--- src/design/rdc_pkg.sv ---
// Shared constants and helper functions for the radix digit converter.
package rdc_pkg;

   localparam int VALUE_WIDTH   = 32;
   localparam int RADIX_W       = 6;
   localparam int CHAR_W        = 8;
   localparam int STEP_BITS     = 8;
   localparam int STEPS         = (VALUE_WIDTH + STEP_BITS - 1) / STEP_BITS;
   localparam int WORK_W        = STEPS * STEP_BITS;
   localparam int STEP_W        = (STEPS > 1) ? $clog2(STEPS) : 1;
   localparam int CNT_W         = $clog2(VALUE_WIDTH + 1);
   localparam int IDX_W         = $clog2(VALUE_WIDTH);
   localparam int REQ_DATA_W    = ((VALUE_WIDTH + 7) / 8) * 8;

   localparam logic [RADIX_W-1:0] RADIX_MIN   = RADIX_W'(2);
   localparam logic [RADIX_W-1:0] RADIX_MAX   = RADIX_W'(36);
   localparam logic [RADIX_W-1:0] RADIX_RESET = RADIX_W'(10);
   localparam logic [RADIX_W-1:0] DEC_DIGITS  = RADIX_W'(10);
   localparam logic [CHAR_W-1:0]  CHAR_ZERO   = CHAR_W'(8'h30);
   localparam logic [CHAR_W-1:0]  CHAR_A      = CHAR_W'(8'h41);

   // Clamps a written radix into the supported range of bases.
   function automatic logic [RADIX_W-1:0] clamp_radix(input logic [RADIX_W-1:0] raw);
      logic [RADIX_W-1:0] res;
      if (raw < RADIX_MIN) begin
         res = RADIX_MIN;
      end else if (raw > RADIX_MAX) begin
         res = RADIX_MAX;
      end else begin
         res = raw;
      end
      return res;
   endfunction

   // Maps a digit value to its ASCII character, '0'-'9' then 'A'-'Z'.
   function automatic logic [CHAR_W-1:0] digit_to_ascii(input logic [RADIX_W-1:0] d);
      logic [CHAR_W-1:0] res;
      if (d < DEC_DIGITS) begin
         res = CHAR_ZERO + CHAR_W'(d);
      end else begin
         res = CHAR_A + CHAR_W'(d - DEC_DIGITS);
      end
      return res;
   endfunction

endpackage

--- src/design/radix_digit_converter_top.sv ---
// Converts an unsigned value to ASCII digits in a configurable base, one digit per beat.
//
//   Channel  Direction  Payload                          Handshake
//   req_     in         tdata[31:0] value                tvalid / tready
//   rsp_     out        tdata[7:0] digit_char, tlast     tvalid / tready
//   csr_     in         data[5:0] radix                  valid / ready
//
// Each digit is found by one shared restoring divider that retires 8 quotient bits a
// cycle; the input is taken, all digits of the item are divided out and stored, and
// then each digit is read from the digit store and presented as a beat, MSB first.
// Reset is synchronous and restores base ten; the digit store needs no clearing.
// The input is not ready from acceptance until the final digit's beat is taken;
// a stall on the output simply holds the current beat.
module radix_digit_converter_top (
   input  logic                                 clock,
   input  logic                                 reset,
   input  logic                                 req_tvalid,
   output logic                                 req_tready,
   input  logic [rdc_pkg::REQ_DATA_W-1:0]       req_tdata,   // [31:0] value
   output logic                                 rsp_tvalid,
   input  logic                                 rsp_tready,
   output logic [rdc_pkg::CHAR_W-1:0]           rsp_tdata,   // [7:0] digit_char
   output logic                                 rsp_tlast,
   input  logic                                 csr_valid,
   output logic                                 csr_ready,
   input  logic [rdc_pkg::RADIX_W-1:0]          csr_data     // [5:0] radix
);

   typedef enum logic [1:0] {
      ST_IDLE,
      ST_DIVIDE,
      ST_READ,
      ST_SEND
   } state_type;

   state_type                          state_ff, state_in;
   logic [rdc_pkg::RADIX_W-1:0]        radix_ff, radix_in;
   logic [rdc_pkg::WORK_W-1:0]         work_ff, work_in;
   logic [rdc_pkg::RADIX_W-1:0]        rem_ff, rem_in;
   logic [rdc_pkg::STEP_W-1:0]         step_ff, step_in;
   logic [rdc_pkg::CNT_W-1:0]          count_ff, count_in;
   logic [rdc_pkg::IDX_W-1:0]          rd_idx_ff, rd_idx_in;
   logic [rdc_pkg::RADIX_W-1:0]        rd_data_ff;

   logic [rdc_pkg::RADIX_W-1:0]        digit_store [rdc_pkg::VALUE_WIDTH];
   logic                               mem_we;

   // Outputs of one pass through the shared divider.
   logic [rdc_pkg::WORK_W-1:0]         div_work;
   logic [rdc_pkg::RADIX_W-1:0]        div_rem;

   always_comb begin
      logic [rdc_pkg::WORK_W-1:0]      shift;
      logic [rdc_pkg::RADIX_W-1:0]     r;
      logic [rdc_pkg::RADIX_W:0]       trial;
      logic [rdc_pkg::STEP_BITS-1:0]   q;
      shift = work_ff;
      r     = rem_ff;
      q     = '0;
      for (int i = 0; i < rdc_pkg::STEP_BITS; i++) begin
         trial = {r, shift[rdc_pkg::WORK_W-1]};
         shift = shift << 1;
         if (trial >= {1'b0, radix_ff}) begin
            q[rdc_pkg::STEP_BITS-1-i] = 1'b1;
            r = rdc_pkg::RADIX_W'(trial - {1'b0, radix_ff});
         end else begin
            r = trial[rdc_pkg::RADIX_W-1:0];
         end
      end
      div_work = shift | rdc_pkg::WORK_W'(q);
      div_rem  = r;
   end

   assign req_tready = (state_ff == ST_IDLE);
   assign csr_ready  = 1'b1;
   assign rsp_tvalid = (state_ff == ST_SEND);
   assign rsp_tdata  = rdc_pkg::digit_to_ascii(rd_data_ff);
   assign rsp_tlast  = (rd_idx_ff == '0);

   always_comb begin
      state_in  = state_ff;
      radix_in  = radix_ff;
      work_in   = work_ff;
      rem_in    = rem_ff;
      step_in   = step_ff;
      count_in  = count_ff;
      rd_idx_in = rd_idx_ff;
      mem_we    = 1'b0;

      if (csr_valid) begin
         radix_in = rdc_pkg::clamp_radix(csr_data);
      end

      unique case (state_ff)
         ST_IDLE: begin
            if (req_tvalid) begin
               work_in  = rdc_pkg::WORK_W'(req_tdata[rdc_pkg::VALUE_WIDTH-1:0]);
               rem_in   = '0;
               step_in  = '0;
               count_in = '0;
               state_in = ST_DIVIDE;
            end
         end
         ST_DIVIDE: begin
            work_in = div_work;
            if (step_ff == rdc_pkg::STEP_W'(rdc_pkg::STEPS - 1)) begin
               // The remainder is complete: store it as the next digit.
               mem_we   = 1'b1;
               rem_in   = '0;
               step_in  = '0;
               count_in = count_ff + rdc_pkg::CNT_W'(1);
               if (div_work == '0) begin
                  rd_idx_in = count_ff[rdc_pkg::IDX_W-1:0];
                  state_in  = ST_READ;
               end
            end else begin
               rem_in  = div_rem;
               step_in = step_ff + rdc_pkg::STEP_W'(1);
            end
         end
         ST_READ: begin
            state_in = ST_SEND;
         end
         ST_SEND: begin
            if (rsp_tready) begin
               if (rd_idx_ff == '0) begin
                  state_in = ST_IDLE;
               end else begin
                  rd_idx_in = rd_idx_ff - rdc_pkg::IDX_W'(1);
                  state_in  = ST_READ;
               end
            end
         end
         default: begin
            state_in = ST_IDLE;
         end
      endcase
   end

   always_ff @(posedge clock) begin
      if (reset) begin
         state_ff  <= ST_IDLE;
         radix_ff  <= rdc_pkg::RADIX_RESET;
         work_ff   <= '0;
         rem_ff    <= '0;
         step_ff   <= '0;
         count_ff  <= '0;
         rd_idx_ff <= '0;
      end else begin
         state_ff  <= state_in;
         radix_ff  <= radix_in;
         work_ff   <= work_in;
         rem_ff    <= rem_in;
         step_ff   <= step_in;
         count_ff  <= count_in;
         rd_idx_ff <= rd_idx_in;
      end
   end

   always_ff @(posedge clock) begin
      if (mem_we) begin
         digit_store[count_ff[rdc_pkg::IDX_W-1:0]] <= div_rem;
      end
      rd_data_ff <= digit_store[rd_idx_ff];
   end

endmodule

--- config.mk ---
export PLATFORM = sky130hd
export DESIGN_NAME = radix_digit_converter_top
export DESIGN_NICKNAME = d
export VERILOG_FILES = /design/src/design/rdc_pkg.sv /design/src/design/radix_digit_converter_top.sv
export SDC_FILE = /design/constraint.sdc
export NUM_CORES = 1
export LEC_CHECK = 0
export BUFFER_PORTS_ARGS = -buffer_cell sky130_fd_sc_hd__buf_2
export CAP_MARGIN = 20
export CORE_UTILIZATION = 40
export CTS_BUF_LIST = sky130_fd_sc_hd__clkbuf_8
export DETAILED_ROUTE_END_ITERATION = 6
export PLACE_DENSITY = 0.65
export REMOVE_ABC_BUFFERS = 1
export SYNTH_ARGS = -nofsm -noshare
export SYNTH_HDL_FRONTEND = slang
export SYNTH_SLANG_ARGS = --single-unit
export TNS_END_PERCENT = 1
--- constraint.sdc ---
create_clock -name clock -period 15.6 [get_ports clock]
set_input_delay 0 -clock clock [delete_from_list [all_inputs] [get_ports clock]]
set_output_delay 0 -clock clock [all_outputs]
set_load 0.02 [all_outputs]
==> results of run 1 <==
-- cells by family after synthesis --
group | Yosys count
other cells | 1
compound gates | 242
fa+ha+maj | 68
xor+xnor | 39
buf+inv | 112
simple gates | 273
flops | 256
mux | 100
-- cell usage in the layout (no fill, tap or decap), types with 16 or more instances in the layout --
| cell type | instances |
|---|---|
| nor2b_1 | 30 |
| o221a_2 | 32 |
| nor2_1 | 99 |
| buf_4 | 45 |
| mux2_2 | 19 |
| a21o_1 | 16 |
| dlygate4sd3_1 | 53 |
| inv_1 | 68 |
| mux4_2 | 60 |
| o21ai_0 | 21 |
| nand2_1 | 47 |
| edfxtp_1 | 192 |
| clkbuf_8 | 44 |
| ha_1 | 54 |
| dfxtp_1 | 60 |
| xnor2_1 | 24 |
| buf_2 | 53 |
| a21oi_1 | 68 |
-- registers in the layout, indices dropped and copies added, names as in the netlist --
name,flops
rd_data_ff,6
work_ff,32
rem_ff,6
radix_ff,6
rd_idx_ff,5
digit_store,192
step_ff,2
count_ff,5
state_ff,2
-- critical path: cells and delay by family, from the launching register on --
| kind | cells | cell delay (ps) |
|---|---|---|
| adders and majority gates | 8 | 2100 |
| AOI/OAI and AO/OA | 35 | 6030 |
| muxes | 6 | 1850 |
| and+or+nand+nor | 19 | 3310 |
| DFF | 1 | 330 |
| buffers and inverters | 7 | 1240 |
-- through the flow --
step                instance area, µm²  setup slack [ps]
global placement                 14570             42.12
global route                     16240            -194.8
floorplan                        13440            -748.3
CTS                              15940             41.47
finish                           16240             723.4
detailed placement               14570            -470.3
-- final cells by class --
cell class | instances | area share (%)
tap | 448 | 3.451
multi-input combinational | 724 | 39.69
clock inverter | 30 | 1.194
sequential | 256 | 43.43
inverter | 56 | 1.294
clock buffer | 44 | 3.728
timing repair buffer | 153 | 7.218
-- what timing repair did --
item,4_1_cts,5_1_grt
hold endpoints to repair,47,0
gates cloned,1,0
setup buffers,0,9
endpoints found under the setup margin,77,206
hold buffers,53,0
gates resized for setup,9,46
pin swaps,0,11
-- path summary, 6_finish.rpt --
check / endpoint / slack, ps / depth (start not counted)
max reg2reg: state_ff[1] / 720 / 75
max: state_ff[1] / 720 / 75
min reg2reg: step_ff[1] / 510 / 2
min: state_ff[0] / 130 / 3
-- per-layer routing --
metal	up-vias	track usage (%)	part of all wire, %
met5	-	0	0
met3	75	3.621	6.5
met2	359	31.29	48
li1	4483	-	-
met4	0	6.557	2.9
met1	4663	25.86	42
==> impl_metrics.toml, run 1 <==
[min_path]
hold_class = "input pin to flop"
holdCritStartpoint = "req_tvalid"

[run]
drv_cap = 0

[global_routing]
grt_pass1_vias = 9392
grt_usage_pct = 19.24
grt-ovfl-total = 0
grt_pass1_wl_um = 52430
grt_max_degree = 73
antenna_found_initial = 0

[yosys]
synth_xor_area_share_pct = 2.498
yosysTopAreaCell = "edfxtp_1"
synthAdderAreaFrac_pct = 6.662
synth_compound_area_share_pct = 13.03
synthDistinctLibCells = 75
synth_flop_cell = "edfxtp_1"
synth_top_area_share_pct = 42.17
avgSynthCellArea_um2 = 12.53
netlist_area_mm2 = 0.01367
synth_cells = 1091
ys_seq_elements = 256
yosysMostFrequentCell = "edfxtp_1"
synth_edf_count = 192
synth_mux_area_share_pct = 13.21
synth_area_leaders = "edfxtp_1 (42%), mux4_2 (9.9%), dfxtp_1 (9.4%)"
yosys_warnings = 0
synth-simple-area-share_pct = 9.820
synthTopCellsByCount = "edfxtp_1 (192), nor2_1 (101), a21oi_1 (70)"
synth_top_family_by_area = "multiplexers"
seq_area_frac_synth_pct = 51.54
ys_async_sr_fraction_pct = 0

[routing]
num_vias = 9580
routed_via_density = 5.599
drt_iter0_drc = 615
drtPass1Iterations = 5
totalWireLength_um = 34010
post_drt_wl_per_cell_um = 19.88
drcViolationCount = 0
antenna_left = 0

[final_layout]
utilization_pct = 48.32
area_delta_synth_final_pct = 18.81
diodes = 0
layout-drive-gt1-share_pct = 25.73
finalNonFillerCells = 1711
register_area_mm2 = 0.007054
layout.nets = 1344
fill_cells = 2902
multi_input_comb_area_mm2 = 0.006446

[critical_path]
endpoint_kind = "flop"
crit_path_start_kind = "flop"
cp_common_cell = "a21oi_1"
slowest_stage = "dlygate4sd3_1"
required_ps = 16090
critPathLaunch = "work_ff[31]"
critPathArrivalTime_ps = 15360
cp_max_fo = 6
slowest_delay_ps = 550
reg2reg_from = "work_ff[31]"
critPathKind = "flop to flop"

[timing]
finalCriticalPeriod_ps = 14880
max_freq_mhz = 67.22
fin_hold_ws_ps = 134.1
period_share_pct = 95.36
fin_setup_tns_ps = 0
setup_viol = 0
worst_pin_slew_ps = 1033
clock_skew_ps = 24.63
hold_viol_final = 0
drv_slew = 0
maxSlewHeadroom_pct = 31.04

[die]
fp.dieH_um = 186.9
ioPinCount = 55
dieArea_mm2 = 0.03492
die_w_um = 186.9
initial_core_util_pct = 40.67
rows = 67
core_area_mm2 = 0.03362

[clock_tree]
clk_latency_ps = 540
path_clk_slew_ps = 60
clock_sinks = 256
cts_root_buf = "clkbuf_8"
htreeDepth = 2
cts_tree = "done"
clock_path_buffers = 3
cts_buffers = 42

[placed_design]
dp_hpwl_um = 21850
gp_congestion = 0.9273
io_buffers = 53
placed_cells = 1573

[run_status]
status = "complete, no violations"
Power of run 1 is not shown: default switching activity piles up to over one toggle a cycle in this logic, so the estimate is an artifact.
==> run 2, diff against run 1 <==
--- a/config.mk
+++ b/config.mk
@@ -7,11 +7,12 @@
 export LEC_CHECK = 0
 export BUFFER_PORTS_ARGS = -buffer_cell sky130_fd_sc_hd__buf_2
 export CAP_MARGIN = 20
-export CORE_UTILIZATION = 40
+export CORE_UTILIZATION = 55
 export CTS_BUF_LIST = sky130_fd_sc_hd__clkbuf_8
 export DETAILED_ROUTE_END_ITERATION = 6
-export PLACE_DENSITY = 0.65
+export PLACE_DENSITY = 0.82
 export REMOVE_ABC_BUFFERS = 1
+export SLEW_MARGIN = 20
 export SYNTH_ARGS = -nofsm -noshare
 export SYNTH_HDL_FRONTEND = slang
 export SYNTH_SLANG_ARGS = --single-unit
==> constraint.sdc (replaced) <==
create_clock -name clock -period 15.6 [get_ports clock]
set_input_delay 4.68 -clock clock [delete_from_list [all_inputs] [get_ports clock]]
set_output_delay 4.68 -clock clock [all_outputs]
set_load 0.02 [all_outputs]
==> run 2 against run 1 <==
  * Largest cell class unchanged
  * Wire length is 6.6% lower
  * Final cell count is 10% lower
  * Critical endpoint is now rd_idx_ff[3]
  * Sequential cell count stayed put
==> impl_metrics.toml, run 2 (same netlist as run 1, synthesis figures left out) <==
[run_status]
status = "complete, no violations"

[die]
die_w_um = 159.7
core_area_mm2 = 0.02432
dieArea_mm2 = 0.02549
ioPinCount = 55
rows = 57
initial_core_util_pct = 56.22
fp.dieH_um = 159.7

[final_layout]
layout.nets = 1292
final_cell_mix = "edfxtp_1 (192), nor2_1 (98), inv_1 (73)"
diodes = 0
layout-drive-gt1-share_pct = 26.77
stdcell_area_mm2 = 0.01556
final_common_cell = "edfxtp_1"
area_delta_synth_final_pct = 13.80
largest_reg_flops = 192

[critical_path]
cp_common_cell = "a21oi_1"
endpoint_kind = "flop"
reg2reg_from = "rem_ff[4]"
slowest_stage = "dfxtp_1"
crit_family = "compound AO/OA/AOI/OAI gates"
path_buf_inv = 8
slowest_delay_ps = 450
critPathArrivalTime_ps = 15340
crit_path_start_kind = "flop"
cp_max_fo = 7
r2r-end = "rd_idx_ff[3]"
required_ps = 16030
critPathKind = "flop to flop"
rrSetupSlack_ps = 690
reg2regPathDepth = 77

[timing]
clock_skew_ps = 24.47
hold_viol_final = 0
max_freq_mhz = 67.08
finalCriticalPeriod_ps = 14910
fin_hold_ws_ps = 471.2
maxSlewHeadroom_pct = 37.10
setup_viol = 0
period_share_pct = 95.56
worst_pin_slew_ps = 942.2
drv_slew = 0
worst_slack_ps = 693.4

[placed_design]
dpl_cell_area_mm2 = 0.01438
gp_congestion = 0.9586
dp_hpwl_um = 21270
dp_slack_ps = -626.6
io_buffers = 53

[global_routing]
grt_pass1_wl_um = 49870
grt_max_degree = 73
grt_pass1_vias = 9275
grt-ovfl-total = 0
grt_usage_pct = 24.99
antenna_found_initial = 1

[clock_tree]
cts_root_buf = "clkbuf_8"
clk_latency_ps = 550
clock_sinks = 256
clock_path_buffers = 3
htreeDepth = 2
cts_tree = "done"
path_clk_slew_ps = 60
cts_buffers = 41

[routing]
drcViolationCount = 0
drtPass1Iterations = 7
num_vias = 9453
totalWireLength_um = 31770
antenna_left = 0
routed_via_density = 6.146
drt_iter0_drc = 778
post_drt_wl_per_cell_um = 20.65

[run]
drv_cap = 0

[min_path]
hold_end = "radix_ff[4]"
holdCritStartpoint = "radix_ff[4]"
hold_class = "flop to flop"
holdPathStages = 2
==> run 2: how the worst max path moves through the flow <==
stage                startpoint           endpoint  slack [ps]  depth (start not counted)
CTS                 radix_ff[2]       rd_idx_ff[1]           5                         78
detailed placement  radix_ff[2]       rd_idx_ff[3]        -630                         75
global placement    radix_ff[2]       rd_idx_ff[3]         100                         75
global route        work_ff[31]       rd_idx_ff[3]        -180                         79
finish                rem_ff[4]       rd_idx_ff[3]         690                         77
floorplan           radix_ff[1]  digit_store[0][0]        -750                         67
==> run 2: worst register-to-register path, delay by kind of cell (launching register included) <==
family | cells | cell delay (ps)
simple gates | 19 | 2980
flops | 1 | 450
buf+inv | 8 | 1030
fa+ha+maj | 8 | 2070
mux | 6 | 2000
compound gates | 36 | 6290
==> run 2: metrics by stage <==
step                setup TNS [ps]  cells  util (%)
finish                           0   1538     63.98
global placement                 0   1445     59.12
detailed placement           -5196   1445     59.12
floorplan                   -58390   1035         -
global route                -583.3   1538     63.98
CTS                              0   1521     62.72
==> run 2: layout make-up <==
class / count / area (µm²)
well taps: 324 / 405.4
clock inverters: 32 / 219.0
flip-flops and latches: 256 / 7054
fillers: 1687 / 8761
multi-input cells: 723 / 6390
repair buffers: 103 / 674.4
clock buffers: 44 / 605.6
inverters: 56 / 210.2
==> run 2: repair_timing <==
action,in CTS,in global routing
hold buffers,0,0
resized for setup,13,40
pin swaps,0,17
setup endpoints to repair,205,206
setup buffers,0,15
==> run 2: metal layers <==
metal | share of wire, % | routed length (µm) | global-route usage (%)
met5 | 0 | 0 | 0
met4 | 2.8 | 891 | 8.829
met2 | 49 | 15430 | 40.83
met1 | 41 | 13140 | 33.65
met3 | 7.3 | 2304 | 4.571
Power of run 2 is left out for the same reason.
